`src/rtl/core/hrluf_pkg.sv`:
```
package hrluf_pkg;

    typedef enum logic [3:0] {
        PH_METHOD  = 4'd0,
        PH_SEEK_SP = 4'd1,
        PH_SKIP1   = 4'd2,
        PH_PAGE    = 4'd3,
        PH_SKIP2   = 4'd4,
        PH_PROTO   = 4'd5,
        PH_MAJOR   = 4'd6,
        PH_MINOR   = 4'd7,
        PH_DONE_OK = 4'd8,
        PH_FAIL    = 4'd9
    } phase_t;

    localparam logic [1:0] METHOD_UNKNOWN = 2'd0;
    localparam logic [1:0] METHOD_GET     = 2'd1;
    localparam logic [1:0] METHOD_POST    = 2'd2;

    localparam logic [7:0] CH_NUL   = 8'h00;
    localparam logic [7:0] CH_SPACE = 8'h20;
    localparam logic [7:0] CH_G_LO  = 8'h67;
    localparam logic [7:0] CH_G_UP  = 8'h47;
    localparam logic [7:0] CH_P_LO  = 8'h70;
    localparam logic [7:0] CH_P_UP  = 8'h50;
    localparam logic [7:0] CH_H     = 8'h48;
    localparam logic [7:0] CH_SLASH = 8'h2F;
    localparam logic [7:0] CH_DOT   = 8'h2E;
    localparam logic [7:0] CH_ZERO  = 8'h30;
    localparam logic [7:0] CH_NINE  = 8'h39;

    localparam int unsigned PAGE_LIMIT_W = 10;
    localparam logic [PAGE_LIMIT_W-1:0] PAGE_LIMIT_RESET = 10'd1022;

    localparam int unsigned VER_W = 16;
    localparam logic [2:0] PATTERN_LEN = 3'd7;
    localparam logic [2:0] PROTO_LAST = 3'd4;

    // forbidden text "images/"
    function automatic logic [7:0] pattern_char(input logic [2:0] idx);
        logic [7:0] c;
        case (idx)
            3'd0: c = 8'h69;
            3'd1: c = 8'h6D;
            3'd2: c = 8'h61;
            3'd3: c = 8'h67;
            3'd4: c = 8'h65;
            3'd5: c = 8'h73;
            3'd6: c = 8'h2F;
            default: c = 8'h00;
        endcase
        return c;
    endfunction

    // acc * 10 + d, saturated
    function automatic logic [VER_W-1:0] add_digit(input logic [VER_W-1:0] acc,
                                                  input logic [3:0] d);
        logic [VER_W+3:0] v;
        v = ({4'd0, acc} << 3) + ({4'd0, acc} << 1) + {{VER_W{1'b0}}, d};
        return (v > {4'd0, {VER_W{1'b1}}}) ? {VER_W{1'b1}} : v[VER_W-1:0];
    endfunction

endpackage

```
`src/rtl/core/http_request_line_url_filter_core.sv`:
```
// channel   | signals                                        | dir
// ----------+------------------------------------------------+-----
// s_ (byte) | s_valid s_ready s_line_byte s_line_end         | in
// m_ (line) | m_valid m_ready m_parse_ok m_method_kind       | out
//           | m_version_major m_version_minor m_page_length  |
//           | m_deny                                         |
// cfg       | cfg_valid cfg_ready cfg_page_limit             | in
//
// one byte per cycle, but for the line-end stall below: a byte is held in the input register, the parser
// state update runs from there, and the line result lands in the output register
// reset (aresetn low, synchronous) clears the parser and sets page_limit to 1022
// a line-end byte waits in the input register only while a result is held and
// not taken; other bytes never wait on the result side
module http_request_line_url_filter_core
    import hrluf_pkg::*;
(
    input  logic                    aclk,
    input  logic                    aresetn,

    input  logic                    s_valid,
    output logic                    s_ready,
    input  logic [7:0]              s_line_byte,
    input  logic                    s_line_end,

    output logic                    m_valid,
    input  logic                    m_ready,
    output logic                    m_parse_ok,
    output logic [1:0]              m_method_kind,
    output logic [VER_W-1:0]        m_version_major,
    output logic [VER_W-1:0]        m_version_minor,
    output logic [PAGE_LIMIT_W-1:0] m_page_length,
    output logic                    m_deny,

    input  logic                    cfg_valid,
    output logic                    cfg_ready,
    input  logic [PAGE_LIMIT_W-1:0] cfg_page_limit
);

    logic [PAGE_LIMIT_W-1:0] page_limit_reg;

    logic       in_valid_reg, in_valid_next;
    logic [7:0] in_byte_reg;
    logic       in_end_reg;

    phase_t                  phase_reg, phase_next, phase_upd;
    logic [PAGE_LIMIT_W-1:0] count_reg, count_next, count_upd;
    logic [2:0]              proto_reg, proto_next, proto_upd;
    logic [2:0]              match_reg, match_next, match_upd;
    logic                    found_reg, found_next, found_upd;
    logic [1:0]              method_reg, method_next, method_upd;
    logic [VER_W-1:0]        major_reg, major_next, major_upd;
    logic [VER_W-1:0]        minor_reg, minor_next, minor_upd;

    logic                    out_valid_reg, out_valid_next;
    logic                    ok_reg;
    logic [1:0]              kind_reg;
    logic [VER_W-1:0]        vmaj_reg, vmin_reg;
    logic [PAGE_LIMIT_W-1:0] len_reg;
    logic                    deny_reg;

    logic       out_free, step, load_out, result_ok, page_take, is_digit;
    logic [7:0] c;

    assign c         = in_byte_reg;
    assign out_free  = !out_valid_reg || m_ready;
    assign step      = in_valid_reg && (!in_end_reg || out_free);
    assign load_out  = step && in_end_reg;
    assign s_ready   = !in_valid_reg || step;
    assign cfg_ready = 1'b1;
    assign is_digit  = (c >= CH_ZERO) && (c <= CH_NINE);

    // page byte handling, shared by the first-skip and page phases
    assign page_take = (c != CH_SPACE) && (c != CH_NUL) && (count_reg < page_limit_reg);

    always_comb begin
        phase_upd  = phase_reg;
        count_upd  = count_reg;
        proto_upd  = proto_reg;
        match_upd  = match_reg;
        found_upd  = found_reg;
        method_upd = method_reg;
        major_upd  = major_reg;
        minor_upd  = minor_reg;

        case (phase_reg)
            PH_METHOD: begin
                if (c == CH_G_LO || c == CH_G_UP) begin
                    method_upd = METHOD_GET;
                    phase_upd  = PH_SEEK_SP;
                end else if (c == CH_P_LO || c == CH_P_UP) begin
                    method_upd = METHOD_POST;
                    phase_upd  = PH_SEEK_SP;
                end else begin
                    method_upd = METHOD_UNKNOWN;
                    phase_upd  = PH_FAIL;
                end
            end
            PH_SEEK_SP: begin
                if (c == CH_SPACE)
                    phase_upd = PH_SKIP1;
                else if (c == CH_NUL)
                    phase_upd = PH_FAIL;
            end
            PH_SKIP1, PH_PAGE: begin
                if (c == CH_SPACE) begin
                    if (phase_reg == PH_PAGE)
                        phase_upd = PH_SKIP2;
                end else if (page_take) begin
                    phase_upd = PH_PAGE;
                    count_upd = count_reg + 1'b1;
                    if (!found_reg) begin
                        if (c == pattern_char(match_reg)) begin
                            match_upd = match_reg + 1'b1;
                            if (match_reg == PATTERN_LEN - 3'd1)
                                found_upd = 1'b1;
                        end else begin
                            match_upd = (c == pattern_char(3'd0)) ? 3'd1 : 3'd0;
                        end
                    end
                end else begin
                    phase_upd = PH_FAIL;
                end
            end
            PH_SKIP2: begin
                if (c == CH_H) begin
                    proto_upd = 3'd1;
                    phase_upd = PH_PROTO;
                end else if (c != CH_SPACE) begin
                    phase_upd = PH_FAIL;
                end
            end
            PH_PROTO: begin
                if (proto_reg < PROTO_LAST) begin
                    if (c == CH_NUL)
                        phase_upd = PH_FAIL;
                    else
                        proto_upd = proto_reg + 1'b1;
                end else begin
                    phase_upd = (c == CH_SLASH) ? PH_MAJOR : PH_FAIL;
                end
            end
            PH_MAJOR: begin
                if (is_digit)
                    major_upd = add_digit(major_reg, c[3:0]);
                else if (c == CH_DOT)
                    phase_upd = PH_MINOR;
                else
                    phase_upd = PH_FAIL;
            end
            PH_MINOR: begin
                if (is_digit)
                    minor_upd = add_digit(minor_reg, c[3:0]);
                else
                    phase_upd = PH_DONE_OK;
            end
            default: begin
            end
        endcase
    end

    assign result_ok = (phase_upd == PH_MINOR) || (phase_upd == PH_DONE_OK);

    always_comb begin
        phase_next  = phase_reg;
        count_next  = count_reg;
        proto_next  = proto_reg;
        match_next  = match_reg;
        found_next  = found_reg;
        method_next = method_reg;
        major_next  = major_reg;
        minor_next  = minor_reg;
        if (step) begin
            if (in_end_reg) begin
                // line done: start the next one clean
                phase_next  = PH_METHOD;
                count_next  = '0;
                proto_next  = '0;
                match_next  = '0;
                found_next  = 1'b0;
                method_next = METHOD_UNKNOWN;
                major_next  = '0;
                minor_next  = '0;
            end else begin
                phase_next  = phase_upd;
                count_next  = count_upd;
                proto_next  = proto_upd;
                match_next  = match_upd;
                found_next  = found_upd;
                method_next = method_upd;
                major_next  = major_upd;
                minor_next  = minor_upd;
            end
        end
    end

    always_comb begin
        if (s_valid && s_ready)
            in_valid_next = 1'b1;
        else if (step)
            in_valid_next = 1'b0;
        else
            in_valid_next = in_valid_reg;

        if (load_out)
            out_valid_next = 1'b1;
        else if (m_ready)
            out_valid_next = 1'b0;
        else
            out_valid_next = out_valid_reg;
    end

    always_ff @(posedge aclk) begin
        if (!aresetn) begin
            page_limit_reg <= PAGE_LIMIT_RESET;
            in_valid_reg   <= 1'b0;
            out_valid_reg  <= 1'b0;
            phase_reg      <= PH_METHOD;
            count_reg      <= '0;
            proto_reg      <= '0;
            match_reg      <= '0;
            found_reg      <= 1'b0;
            method_reg     <= METHOD_UNKNOWN;
            major_reg      <= '0;
            minor_reg      <= '0;
        end else begin
            if (cfg_valid && cfg_ready)
                page_limit_reg <= cfg_page_limit;
            in_valid_reg  <= in_valid_next;
            out_valid_reg <= out_valid_next;
            phase_reg     <= phase_next;
            count_reg     <= count_next;
            proto_reg     <= proto_next;
            match_reg     <= match_next;
            found_reg     <= found_next;
            method_reg    <= method_next;
            major_reg     <= major_next;
            minor_reg     <= minor_next;
        end
    end

    always_ff @(posedge aclk) begin
        if (s_valid && s_ready) begin
            in_byte_reg <= s_line_byte;
            in_end_reg  <= s_line_end;
        end
        if (load_out) begin
            ok_reg   <= result_ok;
            kind_reg <= method_upd;
            vmaj_reg <= result_ok ? major_upd : '0;
            vmin_reg <= result_ok ? minor_upd : '0;
            len_reg  <= count_upd;
            deny_reg <= found_upd;
        end
    end

    assign m_valid         = out_valid_reg;
    assign m_parse_ok      = ok_reg;
    assign m_method_kind   = kind_reg;
    assign m_version_major = vmaj_reg;
    assign m_version_minor = vmin_reg;
    assign m_page_length   = len_reg;
    assign m_deny          = deny_reg;

endmodule
```
`config.mk`:
```
export PLATFORM = sky130hd
export DESIGN_NAME = http_request_line_url_filter_core
export DESIGN_NICKNAME = d
export VERILOG_FILES = /design/src/rtl/core/hrluf_pkg.sv /design/src/rtl/core/http_request_line_url_filter_core.sv
export SDC_FILE = /design/constraint.sdc
export NUM_CORES = 1
export LEC_CHECK = 0
export BUFFER_PORTS_ARGS = -buffer_cell sky130_fd_sc_hd__buf_2
export CELL_PAD_IN_SITES_DETAIL_PLACEMENT = 0
export CELL_PAD_IN_SITES_GLOBAL_PLACEMENT = 1
export CORE_MARGIN = 2
export CORE_UTILIZATION = 47
export DETAILED_ROUTE_END_ITERATION = 12
export PLACE_DENSITY = 0.85
export SYNTH_ARGS = -nofsm -noshare
export SYNTH_HDL_FRONTEND = slang
export SYNTH_SLANG_ARGS = --single-unit
export TNS_END_PERCENT = 5
```
`constraint.sdc`:
```
create_clock -name aclk -period 5.3 [get_ports aclk]
set_clock_uncertainty 0.15 [all_clocks]
set_input_delay 1.06 -clock aclk [delete_from_list [all_inputs] [get_ports aclk]]
set_output_delay 1.06 -clock aclk [all_outputs]
set_load 0.01 [all_outputs]
```
==> impl_summary.log <==
[metrics] RePlAce Congestion: 0.914
[metrics] DP HPWL: about 14 mm
[metrics] cell area after synthesis: between 8000 and 9000 um^2
[metrics] Finish-stage setup viols: 0
[metrics] biggest cell delay along the critical path: 0.61 ns
[metrics] kind of path behind the tightest hold check: flip-flop to flip-flop
[metrics] run status: finished, final reports clean
[metrics] number of rows in the core area: 48
[metrics] ratio of cells with drive above 1 in the final layout: around 15%
[metrics] #FFs+latches synth: 122
[metrics] synth-to-layout area growth: 12.5%
[metrics] core region area: approximately 17,000 um^2
[metrics] clock network fraction of total power: about half
[metrics] critical-path cell list: fa_1 > fa_1 > a211oi_1 > o21ai_0 > a221oi_2 > o2111a_1 > nor3_1 > o211ai_2 > buf_4 > nor3_1 > nor3_2
[metrics] sink count of the clock tree: 122
[metrics] vias in the first global route: 6,575
[metrics] net switching power: 566 uW
[metrics] leakage component of the power: 3.98 nW
[metrics] cell type with the largest total area after synthesis: edfxtp_1
[metrics] path type of the worst setup path: flip-flop to flip-flop
[metrics] vertical extent of the die: 137 um
[metrics] RSZ-0062 raised after global routing: no
[metrics] max-slew violation count: 0
[metrics] Bufs and invs on worst path: 1
[metrics] IO Port Bufs: 71
[metrics] f_max: 223 MHz
[metrics] CP arrival: 4.61 ns
[metrics] design area: 9300 um^2
[metrics] maximum number of pins on one net before global-route repair: 48
[metrics] global-route wire length before repair: 33.0 mm
[metrics] largest cells by area after synthesis: edfxtp_1 20%, dfxtp_1 16%, ha_1 12%
[metrics] count of buffers added by post-CTS timing repair for setup: 0
[metrics] GR Overflow Total: 0
[metrics] count of flip-flops with a built-in enable after synthesis: 55
[metrics] antenna cells: 0
[metrics] final layout net count: 1,068
[metrics] peak ir drop on the vdd network: 0.230 mV
[metrics] CP delay by family, top: compound AO/OA/AOI/OAI gates
[metrics] total clock buffers created by CTS: 17
[metrics] most frequent standard cell in the layout excluding fill and tap cells: nor2_1
[metrics] post-cts gate resize count: 0
[metrics] crit path time final: between 4 and 5 ns
[metrics] GRT Overall Usage: 22.3%
[metrics] commonest non-fill, non-tap cells in the layout: 96 x nor2_1, 78 x ha_1, 76 x nand2_1
[metrics] combinational fraction of design power: under 10%
[metrics] remaining max-slew budget at the tightest pin: 23.9%
[metrics] data required time at the worst endpoint: 5.42 ns
[metrics] Pwr Density: between 200 and 250 nW/um^2
[metrics] Total Routed Length: 20.0 mm
[metrics] critical path peak fanout: 18
[metrics] length of the first detailed-routing pass in iterations: 6
[metrics] area used by multi-input combinational logic: 4950 um^2
[metrics] number of failing hold endpoints at the final stage: 0
[metrics] share of the cycle needed by the critical path after routing: a little over four fifths
[metrics] Clock Pin Slew Worst Setup and Hold Paths: around 0.06 ns
[metrics] switching share of power: 25.3%
[metrics] count of hold-fix buffers inserted at cts: 0
[metrics] wire length per cell: 16.7 um
[metrics] kind of end point of the critical path: flip-flop
[metrics] latest clock arrival within the worst-skew pair: 0.43 ns
[metrics] maximum count of clock buffers along a single path: 2
[metrics] number of DRC violations after detailed routing: 0
[metrics] starting density of the core: a little under half
[metrics] slew at the pin closest to its max-slew limit: ~1.1 ns
[metrics] Die Area: about 19,000 um^2
[metrics] width of the die: 137 um
[metrics] register area: 2990 um^2
[metrics] Placement Cell Area: 8740 um^2
[metrics] Unique masters post-synth: 80
[metrics] post-synthesis average cell area: between 9 and 10 um^2
[metrics] sequential share of the synthesized area: 36.2%
[metrics] reported max-cap violation count: 0
[metrics] fraction of synthesized cell area taken by the top area cell type: 20.0%
[metrics] Seq pwr share: 45.5%
[metrics] internal power component: 1.67 mW
[metrics] CTS tree: done
[metrics] share of synthesized registers carrying an async set or reset: 0%
[metrics] synthesized instance count: a little over 900
[metrics] top-level I/O count: 73
[metrics] vias after detailed routing: 7,090
[metrics] fill cell count: around 1,600
[metrics] slowest stage cell on the critical path: o211ai_2
[metrics] H-tree depth reported by CTS: 4
[metrics] total nets after synthesis: around 1,000
[metrics] flip-flop cell with the highest count after synthesis: dfxtp_1
[metrics] type of element launching the critical path: flip-flop
[metrics] antenna violations before repair: 0
[metrics] sum of negative setup slack: 0 ns
[metrics] remaining antenna violation count after routing: 0
[metrics] count of synthesis-stage warnings from yosys: 0
[metrics] Root Buffer Master: clkbuf_16
[metrics] violation count after the first detailed-route iteration: between 400 and 500
[metrics] via density per instance: 5.91
[cell usage after synthesis (all sizes together) (13+ instances only)]
cell type	count
xor2	14
nor3	49
a21o	13
a21oi	67
xnor2	25
a211oi	15
a22oi	20
inv	29
edfxtp	55
clkbuf	38
nand3	18
and3	14
ha	78
o31ai	17
nor2	96
o21ai	44
o211ai	18
dfxtp	67
nand2	76
[worst reg2reg max path: cells and delay by family (launching register included)]
kind	cells	cell delay [ns]
adders and majority gates	2	1.08
buffers and inverters	1	0.37
DFF	1	0.56
and+or+nand+nor	3	0.38
AOI/OAI and AO/OA	5	1.81
[per-layer routing]
metal  up-vias  share of wire (%)  GRT usage, %
met5         -                  0             0
met1      3380                 48          31.1
li1       3521                  -             -
met3        14                4.6          4.26
met2       175                 46          35.3
met4         0               0.91          5.96
[logic make-up (layout without fill, tap and decap cells)]
kind of cell / after synthesis / in the layout / synth area share, %
mux: 7 / 7 / 1.03
buf+inv: 77 / 139 / 3.88
xor+xnor: 39 / 39 / 4.13
other cells: 1 / 1 / 0.0454
compound gates: 262 / 262 / 21.7
simple gates: 323 / 323 / 20.2
flops: 122 / 122 / 36.2
fa+ha+maj: 82 / 82 / 12.8
[path summary, 6_finish.rpt]
path | startpoint | end | slack, ns | depth (start not counted)
worst max-delay path | c[3]$_DFFE_PP_ | m_version_minor[7]$_SDFFCE_PN0P_ | 0.81 | 11
worst min-delay path | page_limit_reg[4]$_SDFFE_PN1P_ | page_limit_reg[4]$_SDFFE_PN1P_ | 0.33 | 2
worst max register to register | c[3]$_DFFE_PP_ | m_version_minor[7]$_SDFFCE_PN0P_ | 0.81 | 11
worst min register to register | page_limit_reg[4]$_SDFFE_PN1P_ | page_limit_reg[4]$_SDFFE_PN1P_ | 0.33 | 2
[power by group through the flow]
stage	clock, mW	combinational, mW	sequential (mW)
finish	1.10	0.120	1.02
global route	1.16	0.133	1.02
CTS	1.12	0.121	1.02
detailed placement	0	0.121	1.04
global placement	0	0.120	1.04
floorplan	0	0.0856	1.03
[stage by stage]
| step | total power, mW | hold slack, ns | utilization (%) | cells | worst slack (ns) |
|---|---|---|---|---|---|
| floorplan | 1.12 | 0.302 | - | 913 | 1.54 |
| global placement | 1.16 | 0.319 | 50.7 | 1168 | 0.943 |
| detailed placement | 1.16 | 0.328 | 50.7 | 1168 | 0.838 |
| CTS | 2.26 | 0.340 | 53.9 | 1200 | 0.804 |
| global route | 2.32 | 0.362 | 53.9 | 1200 | 0.387 |
| finish | 2.24 | 0.335 | 53.9 | 1200 | 0.807 |
[final cells by class]
cell class                 instances  share of cell area, %
multi-input combinational        714                   53.2
tap                              225                   3.03
inverter                          29                   1.17
clock inverter                    14                   1.16
clock buffer                      18                   4.84
sequential                       122                   32.2
timing repair buffer              78                   4.39
(Power assumes the default switching activity.)
